`src/assert_macros.svh`:
```
// Assertion macros used by the controller (wfc_ctrl) of the waveform classifier.
`ifndef ASSERT_MACROS_SVH
`define ASSERT_MACROS_SVH

// Checks a property on every rising edge of clk_i while rst_ni is high.
`define WFC_ASSERT(label, prop, msg) \
  label: assert property (@(posedge clk_i) disable iff (!rst_ni) prop) else $error(msg);

// Checks a property on every rising edge of clk_i, also during reset.
`define WFC_ASSERT_ALWAYS(label, prop, msg) \
  label: assert property (@(posedge clk_i) prop) else $error(msg);

`endif

```
`src/wfc_pkg.sv`:
```
package wfc_pkg;

  // Sample and result field widths.
  localparam int SAMPLE_BITS    = 10;
  localparam int SHAPE_W        = 3;
  localparam int PEAK_W         = 16;
  localparam int DIFF_W         = 16;

  // Configuration registers.
  localparam int WL_W           = 7;
  localparam int MARGIN_W       = 10;
  localparam int WL_RESET       = 18;
  localparam int MARGIN_RESET   = 2;
  localparam int MIN_WINDOW     = 4;
  localparam int DEF_MAX_WINDOW = 64;
  localparam int CFG_IDX_W      = 4;
  localparam int CFG_DATA_W     = 10;

  // Conversion of ADC counts to millivolts.
  localparam int MV_FULL_SCALE  = 5000;
  localparam int ADC_COUNTS     = 1024;
  localparam int ADC_SHIFT      = $clog2(ADC_COUNTS);
  localparam int SAW_GAIN       = 20;
  localparam int TRI_GAIN       = 10;
  localparam int SCALE_W        = $clog2(SAW_GAIN * MV_FULL_SCALE + 1);

  typedef enum logic [SHAPE_W-1:0] {
    SHAPE_SQUARE = 3'd0,
    SHAPE_RISE   = 3'd1,
    SHAPE_FALL   = 3'd2,
    SHAPE_TRI    = 3'd3,
    SHAPE_SINE   = 3'd4,
    SHAPE_UNDEF  = 3'd5
  } shape_e;

  typedef enum logic [1:0] {
    SLOPE_UP   = 2'd0,
    SLOPE_DOWN = 2'd1,
    SLOPE_FLAT = 2'd2
  } slope_e;

  typedef enum logic [CFG_IDX_W-1:0] {
    REG_WINDOW_LENGTH = 4'd0,
    REG_SLOPE_MARGIN  = 4'd1
  } cfg_reg_e;

  // Commands from the controller to the datapath.
  typedef struct packed {
    logic accept;
    logic mul_en;
    logic div_start;
    logic load_out;
  } wfc_cmd_t;

  // Status from the datapath to the controller.
  typedef struct packed {
    logic last;
    logic div_busy;
    logic div_done;
  } wfc_sts_t;

endpackage

```
`src/wfc_if.sv`:
```
// Sample input channel.
interface wfc_sample_if import wfc_pkg::*; ();
  logic                   valid;
  logic                   ready;
  logic [SAMPLE_BITS-1:0] sample;

  modport source (output valid, output sample, input ready);
  modport sink (input valid, input sample, output ready);
endinterface

// Classification result channel.
interface wfc_result_if import wfc_pkg::*; ();
  logic              valid;
  logic              ready;
  logic [SHAPE_W-1:0] shape;
  logic [PEAK_W-1:0]  peak_millivolts;

  modport source (output valid, output shape, output peak_millivolts, input ready);
  modport sink (input valid, input shape, input peak_millivolts, output ready);
endinterface

// Configuration write channel.
interface wfc_cfg_if import wfc_pkg::*; ();
  logic                  valid;
  logic                  ready;
  logic [CFG_IDX_W-1:0]  index;
  logic [CFG_DATA_W-1:0] data;

  modport source (output valid, output index, output data, input ready);
  modport sink (input valid, input index, input data, output ready);
endinterface

```
`src/wfc_divider.sv`:
```
module wfc_divider import wfc_pkg::*; #(
  parameter int DVD_W = 24,
  parameter int DVS_W = 7
) (
  input  logic             clk_i,
  input  logic             rst_ni,
  input  logic             start_i,
  input  logic [DVD_W-1:0] dividend_i,
  input  logic [DVS_W-1:0] divisor_i,
  output logic             busy_o,
  output logic             done_o,
  output logic [DVD_W-1:0] quotient_o
);

  localparam int CNT_W = $clog2(DVD_W + 1);

  logic [CNT_W-1:0] cnt_q;
  logic             busy_q;
  logic             done_q;
  logic [DVS_W-1:0] rem_q, rem_d;
  logic [DVD_W-1:0] quo_q, quo_d;
  logic [DVS_W-1:0] divisor_q;
  logic [DVS_W:0]   trial;
  logic             fits;

  // One restoring step: shift in the next dividend bit and try a subtract.
  always_comb begin
    trial = {rem_q, quo_q[DVD_W-1]};
    fits  = trial >= {1'b0, divisor_q};
    if (fits) begin
      rem_d = DVS_W'(trial - {1'b0, divisor_q});
    end else begin
      rem_d = trial[DVS_W-1:0];
    end
    quo_d = {quo_q[DVD_W-2:0], fits};
  end

  // Step counter and handshake flags.
  always_ff @(posedge clk_i or negedge rst_ni) begin
    if (!rst_ni) begin
      cnt_q  <= '0;
      busy_q <= 1'b0;
      done_q <= 1'b0;
    end else if (start_i) begin
      cnt_q  <= CNT_W'(DVD_W);
      busy_q <= 1'b1;
      done_q <= 1'b0;
    end else if (busy_q) begin
      cnt_q <= cnt_q - 1'b1;
      if (cnt_q == CNT_W'(1)) begin
        busy_q <= 1'b0;
        done_q <= 1'b1;
      end
    end else begin
      done_q <= 1'b0;
    end
  end

  // Partial remainder and quotient shift register.
  always_ff @(posedge clk_i) begin
    if (start_i) begin
      rem_q     <= '0;
      quo_q     <= dividend_i;
      divisor_q <= divisor_i;
    end else if (busy_q) begin
      rem_q <= rem_d;
      quo_q <= quo_d;
    end
  end

  assign busy_o     = busy_q;
  assign done_o     = done_q;
  assign quotient_o = quo_q;

endmodule

```
`src/wfc_datapath.sv`:
```
module wfc_datapath import wfc_pkg::*; #(
  parameter int MAX_WINDOW = DEF_MAX_WINDOW
) (
  input  logic                   clk_i,
  input  logic                   rst_ni,
  input  wfc_cmd_t               cmd_i,
  output wfc_sts_t               sts_o,
  input  logic [SAMPLE_BITS-1:0] sample_i,
  input  logic                   cfg_wr_i,
  input  logic [CFG_IDX_W-1:0]   cfg_index_i,
  input  logic [CFG_DATA_W-1:0]  cfg_data_i,
  output logic [SHAPE_W-1:0]     shape_o,
  output logic [PEAK_W-1:0]      peak_o
);

  localparam int POS_W  = $clog2(MAX_WINDOW);
  localparam int CNT_W  = $clog2(MAX_WINDOW + 1);
  localparam int LEN_W  = (CNT_W > WL_W) ? CNT_W : WL_W;
  localparam int SUM_W  = SAMPLE_BITS + CNT_W;
  localparam int PROD_W = SUM_W + SCALE_W;
  localparam int QUO_W  = PROD_W - ADC_SHIFT;

  // Configuration registers.
  logic [WL_W-1:0]     wl_q;
  logic [MARGIN_W-1:0] margin_q;

  // Window state.
  logic [POS_W-1:0]       pos_q, pos_d;
  logic [SAMPLE_BITS-1:0] first_q, first_d;
  logic [SAMPLE_BITS-1:0] prev_q, prev_d;
  logic [SAMPLE_BITS-1:0] third_q, third_d;
  logic [DIFF_W-1:0]      early_q, early_d;
  slope_e                 init_q, init_d;
  logic                   fell_q, fell_d;
  logic                   undef_q, undef_d;
  logic [SUM_W-1:0]       sum_q, sum_d;
  logic                   turn_q, turn_d;
  logic [POS_W-1:0]       turnpos_q, turnpos_d;
  logic [SAMPLE_BITS-1:0] top0_q, top0_d;
  logic [SAMPLE_BITS-1:0] top1_q, top1_d;
  logic                   accel_q, accel_d;

  // Operands of the end-of-window conversion.
  shape_e                 fin_shape_q, fin_shape_d;
  logic [SUM_W-1:0]       fin_amount_q, fin_amount_d;
  logic [SCALE_W-1:0]     fin_scale_q, fin_scale_d;
  logic [CNT_W-1:0]       fin_count_q, fin_count_d;
  logic [PROD_W-1:0]      product_q;

  // Result register.
  logic [SHAPE_W-1:0]     shape_q;
  logic [PEAK_W-1:0]      peak_q;

  logic [LEN_W-1:0]       wl_ext, len_eff, pos_next;
  logic                   last;
  logic [SAMPLE_BITS:0]   prev_plus, s_plus;
  slope_e                 step;
  logic [DIFF_W-1:0]      d3;
  logic                   div_busy, div_done;
  logic [QUO_W-1:0]       quotient;
  logic [PEAK_W-1:0]      peak_sat;

  // Effective window length, clamped to the supported range.
  always_comb begin
    wl_ext = LEN_W'(wl_q);
    if (wl_ext < LEN_W'(MIN_WINDOW)) begin
      len_eff = LEN_W'(MIN_WINDOW);
    end else if (wl_ext > LEN_W'(MAX_WINDOW)) begin
      len_eff = LEN_W'(MAX_WINDOW);
    end else begin
      len_eff = wl_ext;
    end
    pos_next = LEN_W'(pos_q) + 1'b1;
    last     = pos_next >= len_eff;
  end

  // Classify the step from the previous sample to the new one.
  always_comb begin
    prev_plus = (SAMPLE_BITS + 1)'(prev_q) + (SAMPLE_BITS + 1)'(margin_q);
    s_plus    = (SAMPLE_BITS + 1)'(sample_i) + (SAMPLE_BITS + 1)'(margin_q);
    if ((SAMPLE_BITS + 1)'(sample_i) > prev_plus) begin
      step = SLOPE_UP;
    end else if (s_plus < (SAMPLE_BITS + 1)'(prev_q)) begin
      step = SLOPE_DOWN;
    end else begin
      step = SLOPE_FLAT;
    end
    d3 = DIFF_W'(sample_i) - DIFF_W'(third_q);
  end

  // Window update for an accepted sample, and the conversion operands
  // at the end of a window.
  always_comb begin
    pos_d        = pos_q;
    first_d      = first_q;
    prev_d       = prev_q;
    third_d      = third_q;
    early_d      = early_q;
    init_d       = init_q;
    fell_d       = fell_q;
    undef_d      = undef_q;
    sum_d        = sum_q;
    turn_d       = turn_q;
    turnpos_d    = turnpos_q;
    top0_d       = top0_q;
    top1_d       = top1_q;
    accel_d      = accel_q;
    fin_shape_d  = fin_shape_q;
    fin_amount_d = fin_amount_q;
    fin_scale_d  = fin_scale_q;
    fin_count_d  = fin_count_q;

    if (cmd_i.accept) begin
      if (pos_q == '0) begin
        first_d = sample_i;
      end else begin
        if (pos_q == POS_W'(1)) begin
          init_d  = step;
          early_d = DIFF_W'(sample_i) - DIFF_W'(first_q);
        end else if (pos_q == POS_W'(2)) begin
          third_d = sample_i;
        end else if (pos_q == POS_W'(3)) begin
          accel_d = (DIFF_W + 1)'(early_q) > ((DIFF_W + 1)'(d3) + (DIFF_W + 1)'(margin_q));
        end

        // Shape tracking; a sample near zero spoils the window.
        if (sample_i <= margin_q) begin
          undef_d = 1'b1;
        end else if (!undef_q) begin
          if (init_d == SLOPE_UP) begin
            if (step == SLOPE_DOWN) begin
              fell_d = 1'b1;
              if (!turn_q) begin
                turn_d    = 1'b1;
                turnpos_d = pos_q;
                top0_d    = prev_q;
                top1_d    = sample_i;
              end
            end else if (step != SLOPE_UP || fell_q) begin
              undef_d = 1'b1;
            end
          end else if (step != init_d) begin
            undef_d = 1'b1;
          end
        end
      end
      prev_d = sample_i;
      sum_d  = sum_q + SUM_W'(sample_i);

      if (!last) begin
        pos_d = pos_q + 1'b1;
      end else begin
        // Pick the shape and the operands of amount * scale / (1024 * count).
        fin_count_d = CNT_W'(pos_q);
        if (undef_d) begin
          fin_shape_d  = SHAPE_UNDEF;
          fin_amount_d = '0;
          fin_scale_d  = '0;
          fin_count_d  = CNT_W'(1);
        end else if (init_d == SLOPE_FLAT) begin
          fin_shape_d  = SHAPE_SQUARE;
          fin_amount_d = sum_d;
          fin_scale_d  = SCALE_W'(MV_FULL_SCALE);
          fin_count_d  = CNT_W'(pos_next);
        end else if (init_d == SLOPE_DOWN) begin
          fin_shape_d  = SHAPE_FALL;
          fin_amount_d = SUM_W'(first_d - sample_i);
          fin_scale_d  = SCALE_W'(SAW_GAIN * MV_FULL_SCALE);
        end else if (!fell_d) begin
          fin_shape_d  = SHAPE_RISE;
          fin_amount_d = SUM_W'(sample_i - first_d);
          fin_scale_d  = SCALE_W'(SAW_GAIN * MV_FULL_SCALE);
        end else if (accel_d) begin
          fin_shape_d  = SHAPE_SINE;
          fin_amount_d = SUM_W'(top0_d);
          fin_scale_d  = SCALE_W'(MV_FULL_SCALE);
          fin_count_d  = CNT_W'(1);
        end else begin
          fin_shape_d  = SHAPE_TRI;
          fin_amount_d = SUM_W'(top1_d - sample_i);
          fin_scale_d  = SCALE_W'(TRI_GAIN * MV_FULL_SCALE);
          fin_count_d  = CNT_W'(pos_next) - CNT_W'(turnpos_d);
        end

        // Start a fresh window.
        pos_d     = '0;
        first_d   = '0;
        prev_d    = '0;
        third_d   = '0;
        early_d   = '0;
        init_d    = SLOPE_UP;
        fell_d    = 1'b0;
        undef_d   = 1'b0;
        sum_d     = '0;
        turn_d    = 1'b0;
        turnpos_d = '0;
        top0_d    = '0;
        top1_d    = '0;
        accel_d   = 1'b0;
      end
    end
  end

  // Configuration registers.
  always_ff @(posedge clk_i or negedge rst_ni) begin
    if (!rst_ni) begin
      wl_q     <= WL_W'(WL_RESET);
      margin_q <= MARGIN_W'(MARGIN_RESET);
    end else if (cfg_wr_i) begin
      unique case (cfg_index_i)
        REG_WINDOW_LENGTH: wl_q <= cfg_data_i[WL_W-1:0];
        REG_SLOPE_MARGIN:  margin_q <= cfg_data_i[MARGIN_W-1:0];
        default: ;
      endcase
    end
  end

  // Window state registers.
  always_ff @(posedge clk_i or negedge rst_ni) begin
    if (!rst_ni) begin
      pos_q     <= '0;
      first_q   <= '0;
      prev_q    <= '0;
      third_q   <= '0;
      early_q   <= '0;
      init_q    <= SLOPE_UP;
      fell_q    <= 1'b0;
      undef_q   <= 1'b0;
      sum_q     <= '0;
      turn_q    <= 1'b0;
      turnpos_q <= '0;
      top0_q    <= '0;
      top1_q    <= '0;
      accel_q   <= 1'b0;
    end else begin
      pos_q     <= pos_d;
      first_q   <= first_d;
      prev_q    <= prev_d;
      third_q   <= third_d;
      early_q   <= early_d;
      init_q    <= init_d;
      fell_q    <= fell_d;
      undef_q   <= undef_d;
      sum_q     <= sum_d;
      turn_q    <= turn_d;
      turnpos_q <= turnpos_d;
      top0_q    <= top0_d;
      top1_q    <= top1_d;
      accel_q   <= accel_d;
    end
  end

  // Conversion operands, product and result registers.
  always_ff @(posedge clk_i) begin
    fin_shape_q  <= fin_shape_d;
    fin_amount_q <= fin_amount_d;
    fin_scale_q  <= fin_scale_d;
    fin_count_q  <= fin_count_d;
    if (cmd_i.mul_en) begin
      product_q <= PROD_W'(fin_amount_q) * PROD_W'(fin_scale_q);
    end
    if (cmd_i.load_out) begin
      shape_q <= fin_shape_q;
      peak_q  <= peak_sat;
    end
  end

  // The divide by 1024 is a shift; the divide by the count is iterative.
  wfc_divider #(
    .DVD_W(QUO_W),
    .DVS_W(CNT_W)
  ) u_divider (
    .clk_i     (clk_i),
    .rst_ni    (rst_ni),
    .start_i   (cmd_i.div_start),
    .dividend_i(product_q[PROD_W-1:ADC_SHIFT]),
    .divisor_i (fin_count_q),
    .busy_o    (div_busy),
    .done_o    (div_done),
    .quotient_o(quotient)
  );

  // Saturate the quotient to the peak field.
  always_comb begin
    if (|quotient[QUO_W-1:PEAK_W]) begin
      peak_sat = '1;
    end else begin
      peak_sat = quotient[PEAK_W-1:0];
    end
  end

  assign sts_o.last     = last;
  assign sts_o.div_busy = div_busy;
  assign sts_o.div_done = div_done;
  assign shape_o        = shape_q;
  assign peak_o         = peak_q;

endmodule

```
`src/wfc_ctrl.sv`:
```
`include "assert_macros.svh"

module wfc_ctrl import wfc_pkg::*; (
  input  logic     clk_i,
  input  logic     rst_ni,
  input  logic     in_valid_i,
  output logic     in_ready_o,
  output logic     out_valid_o,
  input  logic     out_ready_i,
  input  wfc_sts_t sts_i,
  output wfc_cmd_t cmd_o
);

  typedef enum logic [2:0] {
    ST_SAMPLE,
    ST_MUL,
    ST_START,
    ST_DIV,
    ST_OUTPUT
  } state_e;

  state_e state_q;
  logic   out_valid_q;
  logic   in_ready;
  logic   out_free;

  // Samples are taken only between windows' conversions.
  assign in_ready = (state_q == ST_SAMPLE);
  assign out_free = !out_valid_q || out_ready_i;

  always_comb begin
    cmd_o.accept    = in_valid_i && in_ready;
    cmd_o.mul_en    = (state_q == ST_MUL);
    cmd_o.div_start = (state_q == ST_START);
    cmd_o.load_out  = (state_q == ST_OUTPUT) && out_free;
  end

  // State sequence and the output valid flag.
  always_ff @(posedge clk_i or negedge rst_ni) begin
    if (!rst_ni) begin
      state_q     <= ST_SAMPLE;
      out_valid_q <= 1'b0;
    end else begin
      if (cmd_o.load_out) begin
        out_valid_q <= 1'b1;
      end else if (out_ready_i) begin
        out_valid_q <= 1'b0;
      end

      unique case (state_q)
        ST_SAMPLE: begin
          if (cmd_o.accept && sts_i.last) begin
            state_q <= ST_MUL;
          end
        end
        ST_MUL: begin
          state_q <= ST_START;
        end
        ST_START: begin
          state_q <= ST_DIV;
        end
        ST_DIV: begin
          if (sts_i.div_done) begin
            state_q <= ST_OUTPUT;
          end
        end
        ST_OUTPUT: begin
          if (out_free) begin
            state_q <= ST_SAMPLE;
          end
        end
        default: state_q <= ST_SAMPLE;
      endcase
    end
  end

  assign in_ready_o  = in_ready;
  assign out_valid_o = out_valid_q;

  `WFC_ASSERT(a_no_sample_during_divide, sts_i.div_busy |-> !in_ready_o, "sample taken while dividing")
  `WFC_ASSERT(a_load_into_free_slot, cmd_o.load_out |-> (!out_valid_q || out_ready_i), "result overwritten")
  `WFC_ASSERT_ALWAYS(a_done_only_in_divide, sts_i.div_done |-> (state_q == ST_DIV), "stray divider done")
  `WFC_ASSERT(a_load_raises_valid, cmd_o.load_out |=> out_valid_q, "loaded result not offered")

endmodule

```
`src/waveform_shape_classifier.sv`:
```
// Waveform shape classifier. Feed one 10-bit ADC sample per transfer; after
// the configured number of samples (window_length, clamped to 4..MAX_WINDOW)
// the block offers one result with the shape code (square, rising saw,
// falling saw, triangle, sine or undefined) and a peak estimate in
// millivolts, saturated at 65535, then starts the next window. Every sample
// but the last of a window is taken as soon as it is offered. The last
// sample starts the peak conversion: a multiply, a load of the divider, then
// a restoring divider by the sample count that retires one quotient bit per
// cycle (17 + clog2(MAX_WINDOW+1) bits, 24 at the default MAX_WINDOW of 64),
// the divider's done flag and the write of the result register. The next
// sample is taken only after that write.
// The result register holds one finished result while the next window is
// collected; if it is still full when the next conversion ends, the block
// waits for the result transfer.
// Configuration writes are always accepted and must be made while idle.
module waveform_shape_classifier import wfc_pkg::*; #(
  parameter int MAX_WINDOW = DEF_MAX_WINDOW
) (
  input  logic         clk_i,
  input  logic         rst_ni,
  wfc_sample_if.sink   sample_ch,
  wfc_result_if.source result_ch,
  wfc_cfg_if.sink      cfg_ch
);

  wfc_cmd_t cmd;
  wfc_sts_t sts;

  // Sequencing of sample intake, conversion and result hand-off.
  wfc_ctrl u_ctrl (
    .clk_i      (clk_i),
    .rst_ni     (rst_ni),
    .in_valid_i (sample_ch.valid),
    .in_ready_o (sample_ch.ready),
    .out_valid_o(result_ch.valid),
    .out_ready_i(result_ch.ready),
    .sts_i      (sts),
    .cmd_o      (cmd)
  );

  // Window tracking, peak arithmetic and registers.
  wfc_datapath #(
    .MAX_WINDOW(MAX_WINDOW)
  ) u_datapath (
    .clk_i      (clk_i),
    .rst_ni     (rst_ni),
    .cmd_i      (cmd),
    .sts_o      (sts),
    .sample_i   (sample_ch.sample),
    .cfg_wr_i   (cfg_ch.valid),
    .cfg_index_i(cfg_ch.index),
    .cfg_data_i (cfg_ch.data),
    .shape_o    (result_ch.shape),
    .peak_o     (result_ch.peak_millivolts)
  );

  // Configuration writes complete in the cycle they are offered.
  assign cfg_ch.ready = 1'b1;

endmodule
```
`src/flat_wrapper.sv`:
```
// flat-port wrapper written by rule: the top's interface ports become plain ports
module waveform_shape_classifier_flat import wfc_pkg::*;
#(
  parameter int MAX_WINDOW = DEF_MAX_WINDOW
)
  (clk_i, rst_ni, sample_ch_valid, sample_ch_sample, sample_ch_ready, result_ch_valid, result_ch_shape, result_ch_peak_millivolts, result_ch_ready, cfg_ch_valid, cfg_ch_index, cfg_ch_data, cfg_ch_ready);
  wfc_sample_if sample_ch_i ();
  wfc_result_if result_ch_i ();
  wfc_cfg_if cfg_ch_i ();
  input  logic clk_i;
  input  logic rst_ni;
  input wire logic [$bits(sample_ch_i.valid)-1:0] sample_ch_valid;
  input wire logic [$bits(sample_ch_i.sample)-1:0] sample_ch_sample;
  output wire logic [$bits(sample_ch_i.ready)-1:0] sample_ch_ready;
  output wire logic [$bits(result_ch_i.valid)-1:0] result_ch_valid;
  output wire logic [$bits(result_ch_i.shape)-1:0] result_ch_shape;
  output wire logic [$bits(result_ch_i.peak_millivolts)-1:0] result_ch_peak_millivolts;
  input wire logic [$bits(result_ch_i.ready)-1:0] result_ch_ready;
  input wire logic [$bits(cfg_ch_i.valid)-1:0] cfg_ch_valid;
  input wire logic [$bits(cfg_ch_i.index)-1:0] cfg_ch_index;
  input wire logic [$bits(cfg_ch_i.data)-1:0] cfg_ch_data;
  output wire logic [$bits(cfg_ch_i.ready)-1:0] cfg_ch_ready;
  assign sample_ch_i.valid = sample_ch_valid;
  assign sample_ch_i.sample = sample_ch_sample;
  assign sample_ch_ready = sample_ch_i.ready;
  assign result_ch_valid = result_ch_i.valid;
  assign result_ch_shape = result_ch_i.shape;
  assign result_ch_peak_millivolts = result_ch_i.peak_millivolts;
  assign result_ch_i.ready = result_ch_ready;
  assign cfg_ch_i.valid = cfg_ch_valid;
  assign cfg_ch_i.index = cfg_ch_index;
  assign cfg_ch_i.data = cfg_ch_data;
  assign cfg_ch_ready = cfg_ch_i.ready;
  waveform_shape_classifier #(.MAX_WINDOW(MAX_WINDOW)) u_core (.clk_i(clk_i), .rst_ni(rst_ni), .sample_ch(sample_ch_i), .result_ch(result_ch_i), .cfg_ch(cfg_ch_i));
endmodule
```
`config.mk`:
```
export PLATFORM = sky130hd
export DESIGN_NAME = waveform_shape_classifier_flat
export DESIGN_NICKNAME = d
export VERILOG_FILES = /design/src/wfc_pkg.sv /design/src/wfc_if.sv /design/src/wfc_divider.sv /design/src/wfc_datapath.sv /design/src/wfc_ctrl.sv /design/src/waveform_shape_classifier.sv /design/src/flat_wrapper.sv
export VERILOG_INCLUDE_DIRS = /design/src /design/src/src
export SDC_FILE = /design/constraint.sdc
export NUM_CORES = 1
export LEC_CHECK = 0
export ABC_AREA = 1
export BUFFER_PORTS_ARGS = -buffer_cell sky130_fd_sc_hd__buf_2
export CELL_PAD_IN_SITES_DETAIL_PLACEMENT = 0
export CELL_PAD_IN_SITES_GLOBAL_PLACEMENT = 1
export CORE_ASPECT_RATIO = 1.1
export CORE_MARGIN = 3
export CORE_UTILIZATION = 54
export CTS_CLUSTER_SIZE = 14
export DETAILED_ROUTE_END_ITERATION = 10
export PLACE_DENSITY = 0.88
export SLEW_MARGIN = 20
export SYNTH_ARGS = -nofsm -noshare
export SYNTH_HDL_FRONTEND = slang
export SYNTH_HIERARCHICAL = 1
export SYNTH_SLANG_ARGS = --single-unit
```
`constraint.sdc`:
```
create_clock -name clk_i -period 15.37 [get_ports clk_i]
set_input_delay 3.074 -clock clk_i [delete_from_list [all_inputs] [get_ports clk_i]]
set_output_delay 3.074 -clock clk_i [all_outputs]
set_load 0.005 [all_outputs]
```
==> impl_metrics.csv, run 1 <==
group,metric,value,unit
outcome,status,"completed",
drt,routedWlPerCell,17.3,um
cts,postCtsSetupBuffers,0,
worst_setup_path,crit_buf_inv,4,
cts,ctsHoldBuffers,0,
floorplan,die_h,221,um
drt,postRouteAntennaNets,0,
place,hpwl,45400,um
drt,drt-initial-drc-count,941,
floorplan,dieArea,44300,sq um
drt,wl,56100,um
worst_setup_path,crit_required,15.68,ns
cts,clockBufferDepth,3,
timing,fin_crit_sh,0.557,
min_path,hold_class,"reg2reg",
min_path,min_path_cells,0,
cts,cts_root_buffer,"clkbuf_16",
worst_setup_path,start_kind,"input port",
timing,hold_viol,0,
worst_setup_path,crit_type,"in2reg",
cts,clk_pin_slew,0.06,ns
place,dp_cells,3193,
timing,rsz0062_at_grt,"no",
global_routing,grt_max_degree,76,
worst_setup_path,crit_family,"simple AND/OR/NAND/NOR gates",
finish,final_cells,3241,
timing,slew_viol_final,0,
cts,numClockSinks,239,
worst_setup_path,reg2reg_to,"u_core/u_datapath/product_q[32]",
timing,hold_ws,0.416,ns
timing,relSlewSlack,0.279,
timing,fin_crit,8.56,ns
worst_setup_path,regToRegStartpoint,"u_core/u_datapath/fin_scale_q[10]",
worst_setup_path,critPathMaxFanout,23,
cts,cts_tree,"yes",
worst_setup_path,crit_path_end_kind,"register",
synthesis,syn_area,22600,sq um
timing,worstMarginPinSlew,1.08,ns
floorplan,core-area,40800,sq um
synthesis,postSynthCellCount,2647,
global_routing,antenna_found_initial,0,
job,drv_cap,0,
timing,fin_skew,0.00883,ns
finish,area_growth_syn_to_layout,7.03,%
floorplan,initial_utilization,0.554,
floorplan,ios,51,
worst_setup_path,r2r_setup_slack,8.74,ns
drt,vias,17500,
place,io_buffers,49,
global_routing,grt_pass1_vias,18000,
worst_setup_path,max_stage_delay,0.41,ns
cts,cts_buffers,26,
synthesis,syn_area_per_cell,8.53,sq um
synthesis,syn_nets,3125,
finish,fin_area,24200,sq um
global_routing,gr-total-overflow,0,
drt,avgViaCountPerCell,5.41,
cts,clock_latency,0.55,ns
finish,n_antenna_cell,0,
timing,tns,0,ns
worst_setup_path,cp_slowest_cell,"nor2_4",
worst_setup_path,r2r_cells,21,
global_routing,grtUsageTotal,0.257,
place,placed_area,23300,sq um
floorplan,num_rows,77,
timing,max_freq,0.117,GHz
finish,finalNetCount,3146,
global_routing,grt_pass1_wl,91700,um
cts,ctsHtreeMaxLevel,1,
worst_setup_path,cp.arrival,8.87,ns
place,gp_congestion,0.935,
min_path,hp-start,"u_core/u_datapath/fin_shape_q[1]",
min_path,whs_endpoint,"u_core/u_datapath/shape_o[1]",
cts,cts_resized,0,
drt,first_pass_iters,5,
drt,drc,0,
floorplan,fp.dieW,201,um
finish,drive_gt1_frac,0.0681,
timing,setup_violations,0,
worst_setup_path,cp_common_cell,"nand2_1",
synthesis,ys_warn_count,6,
-- stage by stage --
step / util / setup WS (ns)
2_1_floorplan: - / 7.40
3_3_place_gp: 0.572 / 6.40
3_5_place_dp: 0.572 / 6.32
4_1_cts: 0.593 / 6.84
5_1_grt: 0.593 / 6.25
6_report: 0.593 / 6.81
-- placed cells by master (no fill, tap or decap), types with 9 or more instances in the layout --
cell and instances:
nand2_1 617, inv_1 453, ha_1 294, fa_1 155, a21oi_1 140, o21ai_0 128
dfrtp_1 121, edfxtp_1 108, nor2_1 92, nand3_1 81, xor2_1 77, buf_2 48
xnor2_1 34, o21ai_1 30, o22ai_1 30, clkbuf_16 27, nor3_1 23, nand4_1 16
inv_2 14, nand3_2 10, o21bai_1 10, o31ai_1 10, nor2_2 9, a21o_1 9
-- worst max-delay path by stage --
stage / from / end / slack, ns / cells past startpoint
2_1_floorplan: sample_ch_sample[2] / u_core/u_datapath/fin_amount_q[8] / 7.40 / 39
4_1_cts: sample_ch_sample[1] / u_core/u_datapath/fin_amount_q[8] / 6.84 / 39
3_5_place_dp: sample_ch_sample[1] / u_core/u_datapath/fin_amount_q[8] / 6.32 / 39
3_3_place_gp: sample_ch_sample[1] / u_core/u_datapath/fin_amount_q[8] / 6.40 / 39
6_report: sample_ch_sample[1] / u_core/u_datapath/fin_amount_q[8] / 6.81 / 39
5_1_grt: sample_ch_sample[1] / u_core/u_datapath/fin_amount_q[10] / 6.25 / 41
-- sequential cells by signal (all words and copies together) (netlist names), 11 cells and up --
register / cells
u_core/u_datapath/early_q: 11
u_core/u_datapath/fin_amount_q: 17
u_core/u_datapath/product_q: 24
u_core/u_datapath/u_divider/quotient_o: 24
u_core/u_datapath/peak_o: 16
u_core/u_datapath/sum_q: 17
-- layout make-up --
cell class                      instances  area (sq um)
Tap cell                              553           692
Clock buffer                           35           726
Inverter                              472          1780
Timing Repair Buffer                   56           304
Fill cell                            3638         16600
Sequential cell                       239          6490
Multi-Input combinational cell       1873         14000
Clock inverter                         13           150
-- routing by layer --
metal  wire (um)  GRT usage  up-vias
met4        2890      0.123        0
met5           0          0        -
met2       28500      0.473      435
met1       22200      0.300     8358
met3        2370     0.0281      141
li1            -          -     8601
-- worst reg2reg max path: stages (launching register included) --
cell and delay (ns):
edfxtp_1 0.76, nand2_1 0.11, inv_1 0.21, fa_1 0.48, fa_1 0.54, inv_1 0.05, fa_1 0.47, fa_1 0.51
inv_1 0.06, fa_1 0.50, fa_1 0.49, ha_1 0.37, nand2_1 0.12, nor2_1 0.17, nand4_1 0.11, o211ai_1 0.35
a21oi_1 0.19, inv_1 0.09, a21oi_1 0.10, o31ai_1 0.40, a21oi_1 0.14, xor2_1 0.16
Power of run 1 is left out: the tool's default activity adds up to more than one toggle a clock period on the data nets, which glitch-free logic cannot reach.
==> run 2, diff against run 1 <==
--- a/config.mk
+++ b/config.mk
@@ -6,16 +6,16 @@
 export SDC_FILE = /design/constraint.sdc
 export NUM_CORES = 1
 export LEC_CHECK = 0
-export ABC_AREA = 1
+export ABC_AREA = 0
 export BUFFER_PORTS_ARGS = -buffer_cell sky130_fd_sc_hd__buf_2
 export CELL_PAD_IN_SITES_DETAIL_PLACEMENT = 0
 export CELL_PAD_IN_SITES_GLOBAL_PLACEMENT = 1
 export CORE_ASPECT_RATIO = 1.1
 export CORE_MARGIN = 3
-export CORE_UTILIZATION = 54
+export CORE_UTILIZATION = 52
 export CTS_CLUSTER_SIZE = 14
 export DETAILED_ROUTE_END_ITERATION = 10
-export PLACE_DENSITY = 0.88
+export PLACE_DENSITY = 0.82
 export SLEW_MARGIN = 20
 export SYNTH_ARGS = -nofsm -noshare
 export SYNTH_HDL_FRONTEND = slang
==> constraint.sdc (replaced) <==
create_clock -name clk_i -period 8.5 [get_ports clk_i]
set_input_delay 1.7 -clock clk_i [delete_from_list [all_inputs] [get_ports clk_i]]
set_output_delay 1.7 -clock clk_i [all_outputs]
set_load 0.005 [all_outputs]
==> run 2 against run 1 <==
Against the previous run:
- wire length increased by 0.94%
- die area rose by 3.8%
- non-clock buffer count up 19
- clock skew increased by 0.016 ns
- hold slack improved by 0.0039 ns
- cell count down 12%
- synthesized cell count shrank 16%
- count of clock-buffer cells in the layout up 4
- utilization is 1.9 points lower
- sequential cell count did not move
- critical path depth down 13
- critical path type unchanged
==> impl_metrics.csv, run 2 <==
group,metric,value,unit
outcome,status,"completed",
worst_setup_path,critPathMaxFanout,8,
power_and_ir_drop,clock_power_share,0.166,
global_routing,gr-total-overflow,0,
worst_setup_path,crit_required,8.77,ns
synthesis,syn_area,22600,sq um
cts,clock_latency,0.58,ns
power_and_ir_drop,p_total,7.27,mW
finish,fill_cells,3656,
finish,final_core_util,0.574,
cts,postCtsSetupBuffers,0,
drt,avgViaCountPerCell,5.90,
finish,finalNetCount,2746,
floorplan,core-area,42600,sq um
finish,drive_gt1_frac,0.0978,
finish,n_antenna_cell,0,
floorplan,dieArea,46000,sq um
timing,setup_ws,1.02,ns
timing,fin_crit,7.48,ns
power_and_ir_drop,p_per_area,297,nW/um^2
synthesis,ys_warn_count,6,
place,io_buffers,49,
synthesis,syn_area_per_cell,10.2,sq um
cts,clockBufferDepth,3,
drt,postRouteAntennaNets,0,
synthesis,postSynthCellCount,2227,
cts,cts_resized,0,
global_routing,grtUsageTotal,0.250,
place,pre_cts_ws,0.520,ns
place,gp_congestion,0.925,
power_and_ir_drop,p_int,3.99,mW
drt,vias,16900,
power_and_ir_drop,p_sw,3.28,mW
timing,tns,0,ns
cts,ctsHtreeMaxLevel,1,
timing,slew_viol_final,0,
cts,cts_root_buffer,"clkbuf_16",
drt,routedWlPerCell,19.8,um
power_and_ir_drop,sw_frac_of_total,0.451,
job,drv_cap,0,
place,placed_area,23500,sq um
global_routing,grt_pass1_wl,92100,um
finish,fin_area,24500,sq um
worst_setup_path,cp.arrival,7.75,ns
finish,area_growth_syn_to_layout,8.18,%
worst_setup_path,crit_type,"in2reg",
worst_setup_path,crit_path_end_kind,"register",
cts,cts_buffers,29,
place,hpwl,44400,um
power_and_ir_drop,seqPwrFrac,0.260,
cts,clk_pin_slew,0.06,ns
floorplan,initial_utilization,0.531,
global_routing,grt_max_degree,75,
timing,worstMarginPinSlew,1.02,ns
finish,multiInputGateArea,15000,sq um
timing,max_freq,0.134,GHz
power_and_ir_drop,p_comb_frac,0.574,
timing,fin_crit_sh,0.880,
timing,relSlewSlack,0.320,
timing,setup_violations,0,
floorplan,ios,51,
drt,drt-initial-drc-count,1076,
timing,hold_viol,0,
global_routing,grt_pass1_vias,17300,
cts,ctsHoldBuffers,0,
floorplan,die_h,225,um
global_routing,antenna_found_initial,0,
finish,final_cells,2857,
drt,drc,0,
timing,fin_skew,0.0244,ns
timing,hold_ws,0.420,ns
cts,numClockSinks,239,
power_and_ir_drop,power_leakage,11.1,nW
power_and_ir_drop,peakVddDrop,190,uV
finish,layout_commonest_cell,"ha_1",
worst_setup_path,start_kind,"input port",
synthesis,syn_nets,2705,
finish,layout_common_cells,"ha_1 (294), inv_1 (235), fa_1 (155)",
floorplan,num_rows,79,
min_path,hold_class,"reg2reg",
cts,cts_tree,"yes",
finish,regArea,6490,sq um
floorplan,fp.dieW,205,um
timing,rsz0062_at_grt,"no",
drt,wl,56600,um
drt,first_pass_iters,7,
place,dp_cells,2803,
## run 2: path summary, 6_finish.rpt
path                            cells after the start                              from  slack (ns)                                       end
worst min-delay path                                0  u_core/u_datapath/fin_count_q[2]        0.42  u_core/u_datapath/u_divider/divisor_q[2]
max in group asynchronous                           3                            rst_ni        6.16               u_core/u_datapath/sum_q[12]
worst max-delay path                               26               sample_ch_sample[0]        1.02        u_core/u_datapath/fin_amount_q[16]
worst max register to register                     25     u_core/u_datapath/margin_q[0]        1.58        u_core/u_datapath/fin_amount_q[16]
min in group asynchronous                           1                            rst_ni        1.15              u_core/u_datapath/third_q[9]
worst min register to register                      0  u_core/u_datapath/fin_count_q[2]        0.42  u_core/u_datapath/u_divider/divisor_q[2]
## run 2: cell type report
class                      instances  area share
clock buffer                      39      0.0342
clock inverter                    14     0.00450
inverter                         238      0.0365
multi-input combinational       1685       0.612
sequential                       239       0.265
tap                              567      0.0290
timing repair buffer              75      0.0189
## run 2: per-layer routing
| layer | wire length [um] | track usage |
|---|---|---|
| met1 | 23700 | 0.321 |
| met2 | 27900 | 0.433 |
| met3 | 2590 | 0.0256 |
| met4 | 2420 | 0.102 |
| met5 | 0 | 0 |
## run 2: worst max-delay path, stage by stage
cell	delay [ns]
buf_2	0.16
ha_1	0.25
fa_1	0.40
nand2b_1	0.12
a221oi_1	0.10
a211oi_1	0.36
o21bai_1	0.10
a21oi_1	0.17
xor2_1	0.17
ha_1	0.26
a211oi_1	0.19
o21ai_0	0.11
o221ai_1	0.33
nand3_1	0.37
nor4_4	0.40
mux2i_1	0.34
inv_1	0.10
fa_1	0.44
nor2b_1	0.13
o21ai_0	0.11
a21o_1	0.19
a21oi_1	0.24
a21o_1	0.16
a2111oi_0	0.10
a211oi_2	0.58
o32ai_1	0.17
## run 2: power by group through the flow
stage               registers (mW)  clock network (mW)  logic [mW]
floorplan                     1.78                   0        3.18
global placement              1.89                   0        4.01
detailed placement            1.90                   0        4.12
CTS                           1.88                1.24        4.14
global route                  1.92                1.29        4.67
finish                        1.89                1.21        4.17
(Power assumes the default switching activity.)
